**config.mk**
```make
export PLATFORM = sky130hd
export DESIGN_NAME = timer_divider_solver
export DESIGN_NICKNAME = d
export VERILOG_FILES = /design/src/rtl/tds_pkg.sv /design/src/rtl/timer_divider_solver.sv /design/src/rtl/tds_div.sv
export SDC_FILE = /design/constraint.sdc
export NUM_CORES = 2
export LEC_CHECK = 0
export BUFFER_PORTS_ARGS = -buffer_cell sky130_fd_sc_hd__buf_4
export CAP_MARGIN = 20
export CORE_UTILIZATION = 53
export CTS_BUF_LIST = sky130_fd_sc_hd__clkbuf_2 sky130_fd_sc_hd__clkbuf_4 sky130_fd_sc_hd__clkbuf_8
export DETAILED_ROUTE_END_ITERATION = 10
export GPL_TIMING_DRIVEN = 0
export PLACE_DENSITY = 0.73
export SYNTH_ARGS = -nofsm -noshare
export SYNTH_HDL_FRONTEND = slang
export SYNTH_SLANG_ARGS = --single-unit
```
**constraint.sdc**
```tcl
create_clock -name clk -period 11.9 [get_ports clk]
set_clock_uncertainty 0.15 [all_clocks]
set_input_delay 2.38 -clock clk [delete_from_list [all_inputs] [get_ports clk]]
set_output_delay 2.38 -clock clk [all_outputs]
set_load 0.01 [all_outputs]
```
**src/rtl/tds_pkg.sv**
```systemverilog
// ----------------------------------------------------------------------------
// tds_pkg: shared types and constants for the timer divider solver
// Widths of the serial divider, scale factors and divider control structs.
// ----------------------------------------------------------------------------
package tds_pkg;

	localparam int unsigned RELOAD_MAX_DEF    = 65535;
	localparam int unsigned PRESCALER_MAX_DEF = 65535;

	// config port
	localparam int ADDR_W = 3;
	localparam int DATA_W = 32;

	// field widths
	localparam int TGT_W  = 31;
	localparam int TCLK_W = 32;

	// serial divider: dividend up to 62 bits, divisor up to 49 bits
	localparam int DVD_W  = 64;
	localparam int DVR_W  = 49;
	localparam int STEP_W = 7;

	localparam logic [STEP_W-1:0] STEPS_CLK   = 7'd32;
	localparam logic [STEP_W-1:0] STEPS_MICRO = 7'd52;
	localparam logic [STEP_W-1:0] STEPS_PPB   = 7'd62;

	localparam logic [31:0] MICRO_SCALE = 32'd1000000;
	localparam logic [31:0] PPB_SCALE   = 32'd1000000000;

	typedef struct packed {
		logic              start;
		logic [STEP_W-1:0] steps;
	} tds_div_ctl_t;

	typedef struct packed {
		logic busy;
		logic done;
	} tds_div_sts_t;

endpackage

```
**src/rtl/timer_divider_solver.sv**
```systemverilog
// ----------------------------------------------------------------------------
// timer_divider_solver: prescaler and reload solver for a toggling timer
// Finds prescaler/reload for a wanted square-wave frequency, plus the
// achieved frequency and its error in parts per billion.
// ----------------------------------------------------------------------------
// Usage
//   Config: APB-style write port. 0x0 bus_clock_hz (31 bit), 0x4
//   bus_divider_code (3 bit). Codes 4..7 double the timer clock. Write only
//   while busy is low. Reads return the stored values.
//   Command: a word is taken on the clock edge where start is high and busy
//   is low. busy then stays high until the result goes out.
//   Result: done pulses for one cycle with ok, prescaler, reload,
//   achieved_hz_whole, achieved_hz_micro and error_ppb valid in that cycle.
//   The receiver cannot stall; fields hold until the next result.
// Sequence
//   On success done follows five runs of the shared bit-serial divider
//   (32, 32, 32, 52 and 62 steps) with multiply states before and between
//   them. A zero target or clock ends the solve in the first multiply state,
//   a prescaler out of range after the first divider run, a target too
//   high after the second. A new word can be taken on the edge that ends
//   the done cycle.
// Reset
//   arst_n clears the sequencer and loads 42 MHz / divider code 4.
// ----------------------------------------------------------------------------
module timer_divider_solver #(
	parameter int unsigned RELOAD_MAX    = tds_pkg::RELOAD_MAX_DEF,
	parameter int unsigned PRESCALER_MAX = tds_pkg::PRESCALER_MAX_DEF
) (
	input  logic                        clk,
	input  logic                        arst_n,
	// config port
	input  logic                        psel,
	input  logic                        penable,
	input  logic                        pwrite,
	input  logic [tds_pkg::ADDR_W-1:0]  paddr,
	input  logic [tds_pkg::DATA_W-1:0]  pwdata,
	output logic [tds_pkg::DATA_W-1:0]  prdata,
	output logic                        pready,
	// command
	input  logic                        start,
	input  logic [tds_pkg::TGT_W-1:0]   target_freq,
	output logic                        busy,
	// result
	output logic                        done,
	output logic                        ok,
	output logic [15:0]                 prescaler,
	output logic [15:0]                 reload,
	output logic [31:0]                 achieved_hz_whole,
	output logic [19:0]                 achieved_hz_micro,
	output logic [29:0]                 error_ppb
);
	import tds_pkg::*;

	// register select is paddr[2]
	localparam logic REG_BUS_CLOCK = 1'b0;
	localparam logic REG_BUS_DIV   = 1'b1;

	// count span searched per prescaler step: (RELOAD_MAX + 1) + 1
	localparam logic [31:0] TOP_SPAN = 32'(RELOAD_MAX + 2);

	typedef enum logic [3:0] {
		S_IDLE,
		S_MUL_TOP,
		S_DIV_P,
		S_MUL_Q,
		S_DIV_Q,
		S_MUL_D,
		S_MUL_TD,
		S_DIV_W,
		S_MUL_U,
		S_DIV_U,
		S_MUL_E,
		S_DIV_E
	} state_t;

	typedef struct packed {
		logic        ok;
		logic [15:0] prescaler;
		logic [15:0] reload;
		logic [31:0] whole;
		logic [19:0] micro;
		logic [29:0] ppb;
	} res_t;

	// config registers
	logic [30:0] bus_clock_q;
	logic [2:0]  bus_div_q;
	logic        cfg_wr;

	// sequencer
	state_t state_q;
	logic   busy_q;
	logic   done_q;
	logic   div_go_q;
	res_t   res_q;

	// working values
	logic [TGT_W-1:0]  target_q;
	logic [TCLK_W-1:0] tclk_q;
	logic [15:0]       p_q;
	logic [16:0]       q_q;
	logic [31:0]       d_q;
	logic [31:0]       td_q;
	logic [31:0]       diff_q;
	logic [31:0]       whole_q;
	logic [31:0]       frac_q;
	logic [19:0]       micro_q;
	logic [63:0]       mul_q;

	logic [TCLK_W-1:0] tclk;
	logic [31:0]       rate;
	logic [16:0]       p1;
	logic              accept;

	logic [31:0] mul_a;
	logic [31:0] mul_b;
	logic        mul_en;

	tds_div_ctl_t     div_ctl;
	tds_div_sts_t     div_sts;
	logic [DVD_W-1:0] div_dvd;
	logic [DVR_W-1:0] div_dvr;
	logic [DVD_W-1:0] div_quo;
	logic [DVR_W-1:0] div_rem;

	// ------------------------------------------------------------------
	// config port
	// ------------------------------------------------------------------
	assign pready = 1'b1;
	assign cfg_wr = psel & penable & pwrite;

	always_ff @(posedge clk or negedge arst_n) begin
		if (!arst_n) begin
			bus_clock_q <= 31'd42000000;
			bus_div_q   <= 3'd4;
		end else if (cfg_wr) begin
			case (paddr[2])
				REG_BUS_CLOCK: bus_clock_q <= pwdata[30:0];
				REG_BUS_DIV:   bus_div_q   <= pwdata[2:0];
				default: ;
			endcase
		end
	end

	always_comb begin
		case (paddr[2])
			REG_BUS_CLOCK: prdata = {1'b0, bus_clock_q};
			REG_BUS_DIV:   prdata = {29'b0, bus_div_q};
			default:       prdata = '0;
		endcase
	end

	// codes 4..7 have bit 2 set: timer clock runs at twice the bus clock
	assign tclk   = bus_div_q[2] ? {bus_clock_q, 1'b0} : {1'b0, bus_clock_q};
	assign accept = start & ~busy_q;
	assign rate   = {target_q, 1'b0};
	assign p1     = {1'b0, p_q} + 17'd1;

	// ------------------------------------------------------------------
	// shared multiplier, product registered
	// ------------------------------------------------------------------
	always_comb begin
		mul_a  = '0;
		mul_b  = '0;
		mul_en = 1'b0;
		case (state_q)
			S_MUL_TOP: begin
				mul_a  = rate;
				mul_b  = TOP_SPAN;
				mul_en = 1'b1;
			end
			S_MUL_Q: begin
				mul_a  = rate;
				mul_b  = {15'b0, p1};
				mul_en = 1'b1;
			end
			S_MUL_D: begin
				mul_a  = {15'b0, q_q};
				mul_b  = {15'b0, p1};
				mul_en = 1'b1;
			end
			S_MUL_TD: begin
				// d = 2*(p+1)*q never exceeds the timer clock
				mul_a  = {mul_q[30:0], 1'b0};
				mul_b  = {1'b0, target_q};
				mul_en = 1'b1;
			end
			S_MUL_U: begin
				mul_a  = frac_q;
				mul_b  = MICRO_SCALE;
				mul_en = 1'b1;
			end
			S_MUL_E: begin
				mul_a  = diff_q;
				mul_b  = PPB_SCALE;
				mul_en = 1'b1;
			end
			default: ;
		endcase
	end

	// ------------------------------------------------------------------
	// divider operands
	// ------------------------------------------------------------------
	always_comb begin
		div_ctl.start = div_go_q;
		div_ctl.steps = STEPS_CLK;
		div_dvd       = {tclk_q, 32'b0};
		div_dvr       = mul_q[DVR_W-1:0];
		case (state_q)
			S_DIV_W: begin
				div_dvr = {17'b0, d_q};
			end
			S_DIV_U: begin
				div_ctl.steps = STEPS_MICRO;
				div_dvd       = {mul_q[51:0], 12'b0};
				div_dvr       = {17'b0, d_q};
			end
			S_DIV_E: begin
				div_ctl.steps = STEPS_PPB;
				div_dvd       = {mul_q[61:0], 2'b0};
				div_dvr       = {17'b0, td_q};
			end
			default: ;
		endcase
	end

	tds_div u_div (
		.clk       (clk),
		.arst_n    (arst_n),
		.ctl       (div_ctl),
		.dividend  (div_dvd),
		.divisor   (div_dvr),
		.sts       (div_sts),
		.quotient  (div_quo),
		.remainder (div_rem)
	);

	// ------------------------------------------------------------------
	// sequencer: state and registered result
	// ------------------------------------------------------------------
	always_ff @(posedge clk or negedge arst_n) begin
		if (!arst_n) begin
			state_q  <= S_IDLE;
			busy_q   <= 1'b0;
			done_q   <= 1'b0;
			div_go_q <= 1'b0;
			res_q    <= '0;
		end else begin
			done_q   <= 1'b0;
			div_go_q <= 1'b0;
			case (state_q)
				S_IDLE: begin
					if (accept) begin
						busy_q  <= 1'b1;
						state_q <= S_MUL_TOP;
					end
				end
				S_MUL_TOP: begin
					if (target_q == '0 || tclk_q == '0) begin
						res_q   <= '0;
						done_q  <= 1'b1;
						busy_q  <= 1'b0;
						state_q <= S_IDLE;
					end else begin
						div_go_q <= 1'b1;
						state_q  <= S_DIV_P;
					end
				end
				S_DIV_P: begin
					if (div_sts.done) begin
						if (div_quo > 64'(PRESCALER_MAX)) begin
							res_q   <= '0;
							done_q  <= 1'b1;
							busy_q  <= 1'b0;
							state_q <= S_IDLE;
						end else begin
							state_q <= S_MUL_Q;
						end
					end
				end
				S_MUL_Q: begin
					div_go_q <= 1'b1;
					state_q  <= S_DIV_Q;
				end
				S_DIV_Q: begin
					if (div_sts.done) begin
						// target too high for any count
						if (div_quo == '0) begin
							res_q   <= '0;
							done_q  <= 1'b1;
							busy_q  <= 1'b0;
							state_q <= S_IDLE;
						end else begin
							state_q <= S_MUL_D;
						end
					end
				end
				S_MUL_D: begin
					state_q <= S_MUL_TD;
				end
				S_MUL_TD: begin
					div_go_q <= 1'b1;
					state_q  <= S_DIV_W;
				end
				S_DIV_W: begin
					if (div_sts.done) state_q <= S_MUL_U;
				end
				S_MUL_U: begin
					div_go_q <= 1'b1;
					state_q  <= S_DIV_U;
				end
				S_DIV_U: begin
					if (div_sts.done) state_q <= S_MUL_E;
				end
				S_MUL_E: begin
					div_go_q <= 1'b1;
					state_q  <= S_DIV_E;
				end
				S_DIV_E: begin
					if (div_sts.done) begin
						res_q.ok        <= 1'b1;
						res_q.prescaler <= p_q;
						res_q.reload    <= 16'(q_q - 17'd1);
						res_q.whole     <= whole_q;
						res_q.micro     <= micro_q;
						res_q.ppb       <= div_quo[29:0];
						done_q          <= 1'b1;
						busy_q          <= 1'b0;
						state_q         <= S_IDLE;
					end
				end
				default: begin
					busy_q  <= 1'b0;
					state_q <= S_IDLE;
				end
			endcase
		end
	end

	// ------------------------------------------------------------------
	// working values
	// ------------------------------------------------------------------
	always_ff @(posedge clk) begin
		if (mul_en) mul_q <= {32'b0, mul_a} * {32'b0, mul_b};
		case (state_q)
			S_IDLE: begin
				if (accept) begin
					target_q <= target_freq;
					tclk_q   <= tclk;
				end
			end
			S_DIV_P: begin
				if (div_sts.done) p_q <= div_quo[15:0];
			end
			S_DIV_Q: begin
				// q is at most RELOAD_MAX + 1
				if (div_sts.done) q_q <= div_quo[16:0];
			end
			S_MUL_TD: begin
				d_q <= {mul_q[30:0], 1'b0};
			end
			S_DIV_W: begin
				// target*d fits the timer clock, so the low word is exact
				if (div_go_q) begin
					td_q   <= mul_q[31:0];
					diff_q <= tclk_q - mul_q[31:0];
				end
				if (div_sts.done) begin
					whole_q <= div_quo[31:0];
					frac_q  <= div_rem[31:0];
				end
			end
			S_DIV_U: begin
				if (div_sts.done) micro_q <= div_quo[19:0];
			end
			default: ;
		endcase
	end

	assign busy              = busy_q;
	assign done              = done_q;
	assign ok                = res_q.ok;
	assign prescaler         = res_q.prescaler;
	assign reload            = res_q.reload;
	assign achieved_hz_whole = res_q.whole;
	assign achieved_hz_micro = res_q.micro;
	assign error_ppb         = res_q.ppb;

endmodule

```
**src/rtl/tds_div.sv**
```systemverilog
// ----------------------------------------------------------------------------
// tds_div: bit-serial restoring divider
// One quotient bit per cycle; dividend is loaded left-aligned, steps sets
// how many of its top bits take part.
// ----------------------------------------------------------------------------
module tds_div (
	input  logic                       clk,
	input  logic                       arst_n,
	input  tds_pkg::tds_div_ctl_t      ctl,
	input  logic [tds_pkg::DVD_W-1:0]  dividend,
	input  logic [tds_pkg::DVR_W-1:0]  divisor,
	output tds_pkg::tds_div_sts_t      sts,
	output logic [tds_pkg::DVD_W-1:0]  quotient,
	output logic [tds_pkg::DVR_W-1:0]  remainder
);
	import tds_pkg::*;

	logic [DVR_W-1:0]  rem_q;
	logic [DVR_W-1:0]  dvr_q;
	logic [DVD_W-1:0]  dvd_q;
	logic [DVD_W-1:0]  quo_q;
	logic [STEP_W-1:0] cnt_q;
	logic              busy_q;
	logic              done_q;

	logic [DVR_W:0] trial;
	logic [DVR_W:0] sub;
	logic           ge;

	// partial remainder stays below the divisor, so the sign of sub decides
	assign trial = {rem_q, dvd_q[DVD_W-1]};
	assign sub   = trial - {1'b0, dvr_q};
	assign ge    = ~sub[DVR_W];

	always_ff @(posedge clk or negedge arst_n) begin
		if (!arst_n) begin
			busy_q <= 1'b0;
			done_q <= 1'b0;
			cnt_q  <= '0;
		end else begin
			done_q <= 1'b0;
			if (ctl.start) begin
				busy_q <= 1'b1;
				cnt_q  <= ctl.steps;
			end else if (busy_q) begin
				cnt_q <= cnt_q - STEP_W'(1);
				if (cnt_q == STEP_W'(1)) begin
					busy_q <= 1'b0;
					done_q <= 1'b1;
				end
			end
		end
	end

	always_ff @(posedge clk) begin
		if (ctl.start) begin
			rem_q <= '0;
			dvr_q <= divisor;
			dvd_q <= dividend;
			quo_q <= '0;
		end else if (busy_q) begin
			rem_q <= ge ? sub[DVR_W-1:0] : trial[DVR_W-1:0];
			dvd_q <= {dvd_q[DVD_W-2:0], 1'b0};
			quo_q <= {quo_q[DVD_W-2:0], ge};
		end
	end

	assign sts.busy  = busy_q;
	assign sts.done  = done_q;
	assign quotient  = quo_q;
	assign remainder = rem_q;

endmodule

```
After elaboration in Yosys (flattened, before gate mapping)
Cells that the tools add are included.

Add/subtract/negate cells: 5. Multiply operators: 1. Magnitude comparators: 1. Equality and inequality tests: 21. Multiplexer cells: 53. Bitwise gates (word level): 7. Reductions and logical operators: 24.

Operators by type and width (number): $mux W115 (6); $pmux W115 S4 (1); $pmux W32 S5 (1); $pmux W31 S5 (1); $mux W64 (2); $pmux W64 S2 (1); $pmux W49 S2 (1); $gt A64 B16 Y1 const B (1); $logic_not A64 Y1 (1); $pmux W32 S2 (1); $mul A32 B31 Y62 (1); $sub A50 B49 Y50 (1); $mux W49 (1); $pmux W4 S12 (1); $logic_not A32 Y1 (1); $sub A32 B32 Y32 (1); $logic_not A31 Y1 (1); $mux W31 (1); $mux W4 (6); $mux W1 (21); $add A16 B1 Y17 const B (1); $eq A4 B3 Y1 const B (4); $eq A4 B4 Y1 const B (4); $reduce_and A2 Y1 (8); other kinds (27) (44).

Flip-flop bits (word level): 728. Logic and storage cells: 144.

Depth between registers and ports, before layout
Depth in word-level cells: 4. Gate-level depth with buffers: 39. Mapped depth without buffers: 37.

Modules after synthesis
A second synthesis with hierarchy kept.

Cell total of the unflattened synthesis: 6325. Area, all modules: 64400.5 µm².

By module, submodules not included: timer_divider_solver (instances 1, cells an instance 5169, area an instance 52322.7 µm²); tds_div (instances 1, cells an instance 1156, area an instance 12077.8 µm²).

Worst setup path before layout
Ideal clock, no wire load.

Path kind: register to register. Start point: register state_q[0]. End point: register mul_q[58], data pin. Library setup time: 258 ps. Arrival: 9352 ps. Data required time: 11492 ps. Path slack: 2140 ps. Stages on the path, launching flop included: 34. Buffers on the path: 5. Clock period less this slack: 9760 ps. Cells stage by stage: dfrtp_1 -> clkbuf_1 -> nand2b_1 -> nor2_1 -> clkbuf_1 -> buf_1 -> clkbuf_1 -> a21o_1 -> clkbuf_1 -> nand2_1 -> fa_1 -> inv_1 -> fa_1 -> fa_1 -> fa_1 -> fa_1 -> fa_1 -> fa_1 -> inv_1 -> fa_1 -> inv_1 -> ha_1 -> a21oi_1 -> o21ai_0 -> a221o_1 -> a21oi_1 -> o21ai_0 -> a21oi_1 -> a21oi_1 -> o21ai_0 -> nand3_1 -> a31o_2 -> a21oi_1 -> xnor2_1.

Word-level cells in the longest chain between the ends: 4. Elaborated cells between the ends (all ways): 11. Those cells by class: mul (1); eq/ne (6); mux (2); reduce/logical (2).

Ends and longest elaborated chain: from (decl) (RTL line timer_divider_solver.sv:91) `state_t state_q;`; from (signal assigned) (RTL line timer_divider_solver.sv:244) `state_q <= S_IDLE;`; from (signal assigned) (RTL line timer_divider_solver.sv:256) `state_q <= S_MUL_TOP;`; from (signal assigned) (RTL line timer_divider_solver.sv:264) `state_q <= S_IDLE;`; $eq A4 B1 Y1 (tied with other cells) (RTL line timer_divider_solver.sv:166) `case (state_q)`; $reduce_or A2 Y1 (no line); $pmux W32 S5 / $pmux W31 S5 (equally long branches) (RTL line timer_divider_solver.sv:166); $mul A32 B31 Y62 * (RTL line timer_divider_solver.sv:345) `if (mul_en) mul_q <= {32'b0, mul_a} * {32'b0, mul_b};`; to (signal assigned) (RTL line timer_divider_solver.sv:345); to (decl) (RTL line timer_divider_solver.sv:108) `logic [63:0] mul_q;`.

Every way passes the cells marked *; elsewhere a longest branch is shown, timed or not. A chain may end at the register's enable or synchronous reset.

Worst setup path in the final report
Start point: register state_q[2]. End point: register mul_q[61], data pin.

Same word-level chain as after synthesis.

==> out/metrics.csv <==
stage;metric;value;unit
finish;Final Instance Count excl. Fillers;8393;
timing;final hold violation count;0;
die;row count;126;
logic_synthesis;post-synthesis cell type count;82;
worst_setup_path;Crit path top cell by count;fa_1;
logic_synthesis;Seq cells post-synth;726;
logic_synthesis;Mapped Area;63700;um^2
routing;1st-iter DRT viols;6268;
place;dpl hpwl;176;mm
logic_synthesis;share of the synthesized area in the top cell type;27.3;%
routing;WL met1;82.5;mm
place;placed insts;8186;
routing;Detail Route Antenna Nets;0;
clock_network;Sink Count;726;
die;die height;349;um
routing;Vias/cell;5.98;
power_and_ir_drop;Sequential Power Share;53.7;%
die;die area;122000;um^2
worst_setup_path;CP arrival;12230;ps
logic_synthesis;Synth Flop Type;edfxtp_1;
timing;RSZ-0062 raised after global routing;yes;
logic_synthesis;Synth async-reset ratio;22.7;%
clock_network;htree depth;3;
logic_synthesis;Synth area leader;fa_1;
clock_network;Worst-Skew Late Latency;800;ps
routing;top sig layer;met5;
outcome;run status;completed;
timing;final worst path period share;99.9;%
worst_setup_path;Slowest Stage Delay on Critical Path;840;ps
clock_network;total CTS buffers;106;
global_route;number of global-route vias before repair;50200;
timing;Period minus WS final;11890;ps
global_route;largest net degree at the start of global routing;95;
logic_synthesis;Synth area leaders;fa_1 (27%), edfxtp_1 (21%), ha_1 (6.6%), dfrtp_1 (6.1%), inv_1 (5.6%);
die;io pins;222;
worst_setup_path;Crit Path Max Fanout;10;
finish;final net count;7972;
worst_setup_path;startpoint type of the worst setup path;flop;
logic_synthesis;most common cell in the netlist;inv_1;
worst_setup_path;crit path kind;reg2reg;
clock_network;# hold bufs at CTS;0;
power_and_ir_drop;switching power total;1.13;mW
clock_network;clock tree root buffer cell;clkbuf_8;
logic_synthesis;Post-synth EDFFs;448;
logic_synthesis;Cells after Synth;6337;
global_route;GRT Util Overall;36.7;%
routing;Post-route DRC;0;
timing;worst rel slew slack;13.0;%
clock_network;CTS tree;yes;
finish;final instance area;70300;um^2
global_route;global-route wire length before repair;325;mm
power_and_ir_drop;Gate power share;3.3;%
worst_hold_path;hold crit path type;reg2reg;
timing;fmax;84.1;MHz
power_and_ir_drop;Clk network pwr share;42.9;%
timing;worst hold slack;312;ps
power_and_ir_drop;Int Pwr;3.95;mW
routing;routed length on met3;30.1;mm
finish;Layout area overhead;10.4;%
worst_setup_path;critical path's slowest cell;clkbuf_1;
timing;transition time of the tightest slew-check pin;1300;ps
place;gpl congestion;1.09;
clock_network;clock slew at reported path FFs;70;ps
flow_run;Max-Cap Viols;0;
logic_synthesis;Ys Warns;0;
die;Starting Density;53.7;%
routing;routed via count;50200;
clock_network;Max clock buf depth;3;
worst_setup_path;worst path required time;12240;ps
power_and_ir_drop;Pleak;31.8;nW
routing;post-DR wirelength/cell;26.2;um
place;PortBufs;216;
logic_synthesis;synthesized area per cell;10.0;um^2
power_and_ir_drop;maximum vdd ir drop;135;uV
logic_synthesis;commonest cells in the netlist;inv_1 (956), nand2_1 (926), fa_1 (867);
timing;Final setup viols;0;
global_route;initial antenna violation count;11;
global_route;GRT overflow;0;
logic_synthesis;sequential share of the synthesized area;31.2;%
power_and_ir_drop;total power;5.07;mW
finish;Fillers;10100;
power_and_ir_drop;sw frac;22.2;%
place;Area after DPL;67800;um^2
power_and_ir_drop;pwr dens;72.2;nW/um^2
timing;Final Max Slew Viols;0;
routing;first-pass detailed-route iteration total;10;
die;core area;119000;um^2
place;Place WS;-802;ps
routing;DR WL met2;91.8;mm
die;die span in x;349;um
finish;layout cells sized above 1;9.38;%
timing;worst setup margin;13.0;ps
worst_setup_path;Setup crit end kind;flop;
routing;WL final;220;mm
routing by layer:
layer  GRT usage, %  vias to the layer above
met3           11.4                      688
li1               -                    21300
met5              0                        -
met1           49.1                    24900
met2           52.6                     3355
met4           21.2                       12
power by group through the flow:
stage          clock network [mW]  registers, mW  logic [mW]
6_report                     2.18           2.72       0.169
5_1_grt                      2.30           2.73       0.183
4_1_cts                      2.19           2.73       0.171
3_5_place_dp                    0           2.78       0.168
3_3_place_gp                    0           2.78       0.165
2_1_floorplan                   0           2.76      0.0978
cell families (layout without fill, tap and decap cells):
group           count (synthesis)  in the layout  share of synthesized area [%]
simple gates                 1930           1930                           12.8
buf+inv                      1300           1749                           7.71
fa+ha+maj                    1201           1201                           33.8
compound gates                826            826                           9.12
flops                         726            726                           31.2
mux                           181            181                           3.02
xor+xnor                      171            171                           2.36
other cells                     2              9                         0.0118
worst paths after layout:
kind / from / endpoint / slack, ps / cells past startpoint
max: state_q[2] / mul_q[61] / 10 / 31
min: micro_q[5] / achieved_hz_micro[5] / 310 / 1
max reg2reg: state_q[2] / mul_q[61] / 10 / 31
min reg2reg: micro_q[5] / achieved_hz_micro[5] / 310 / 1
max in group asynchronous: arst_n / bus_clock_q[27] / 9210 / 2
min in group asynchronous: arst_n / achieved_hz_whole[20] / 1410 / 1
metrics by stage:
stage,TNS (ps),utilization [%]
finish,0,59.3
global route,-159,59.3
CTS,0,59.2
detailed placement,-4230,57.2
global placement,-19510,56.8
floorplan,0,-
layout make-up:
| class | count | area [um^2] | area share, % |
|---|---|---|---|
| Timing Repair Buffer | 253 | 2130 | 3.03 |
| Clock inverter | 35 | 315 | 0.449 |
| Tap cell | 1600 | 2000 | 2.85 |
| Multi-Input combinational cell | 4315 | 39000 | 55.5 |
| Sequential cell | 726 | 19900 | 28.3 |
| Buffer | 341 | 1380 | 1.97 |
| Clock buffer | 164 | 1980 | 2.81 |
| Inverter | 956 | 3590 | 5.11 |
| Antenna cell | 3 | 7.51 | 0.0107 |
state kept, by name, indices dropped and copies added, names as in the netlist, 7 cells and up:
register	cells
u_div.quotient	64
mul_q	62
u_div.dvd_q	62
u_div.dvr_q	49
u_div.remainder	49
achieved_hz_whole	32
diff_q	32
frac_q	32
tclk_q	32
td_q	32
whole_q	32
bus_clock_q	31
d_q	31
target_q	31
error_ppb	30
achieved_hz_micro	20
micro_q	20
q_q	17
p_q	16
prescaler	16
reload	16
u_div.cnt_q	7
critical path, delay by kind of cell, from the launching register on:
family,cells,cell delay (ps)
and+or+nand+nor,6,1380
xor gates and xnor gates,1,160
buffers and inverters,9,2930
DFF,1,460
AOI/OAI and AO/OA,6,2000
adders and majority gates,9,4460
layout by cell type, fill, tap and decap left out, types with 14 or more instances in the layout:
cell type  Yosys  final
fa_1         867    867
mux2i_1       93     93
o21ai_1       12     18
o21bai_1      24     24
dfrtp_1      155    154
xnor2_1      115    115
nor2b_1       54     54
dfxtp_1      113    113
o21ai_0      142    136
buf_4          3    234
nand2b_1      20     20
clkbuf_4       0     46
a21o_1        90     90
a22oi_1       78     78
nand3_1       44     44
clkinv_2       0     14
mux2_2        88     88
a31oi_1       19     19
inv_1        956    955
and2_1        76     77
a311oi_1      35     35
nor2_1       639    637
nand2_1      926    924
and3_1        26     25
clkbuf_1     287    240
and4_1        16     14
buf_1         46     41
nand4_1       40     40
edfxtp_1     448    448
clkbuf_2       0     43
a222oi_1      31     31
o21a_1        29     28
ha_1         334    334
nor3_1        28     27
a22o_1       103    103
nor4_1        36     35
a21oi_1      157    151
clkbuf_8       0    119
xor2_1        55     55
timing repair:
item / in CTS / in global routing
pin swaps: 0 / 1
resized for setup: 28 / 71
setup buffers: 1 / 2
gates cloned: 0 / 0
setup endpoints to repair: 14 / 12
Power figures use the tool's default switching activity.
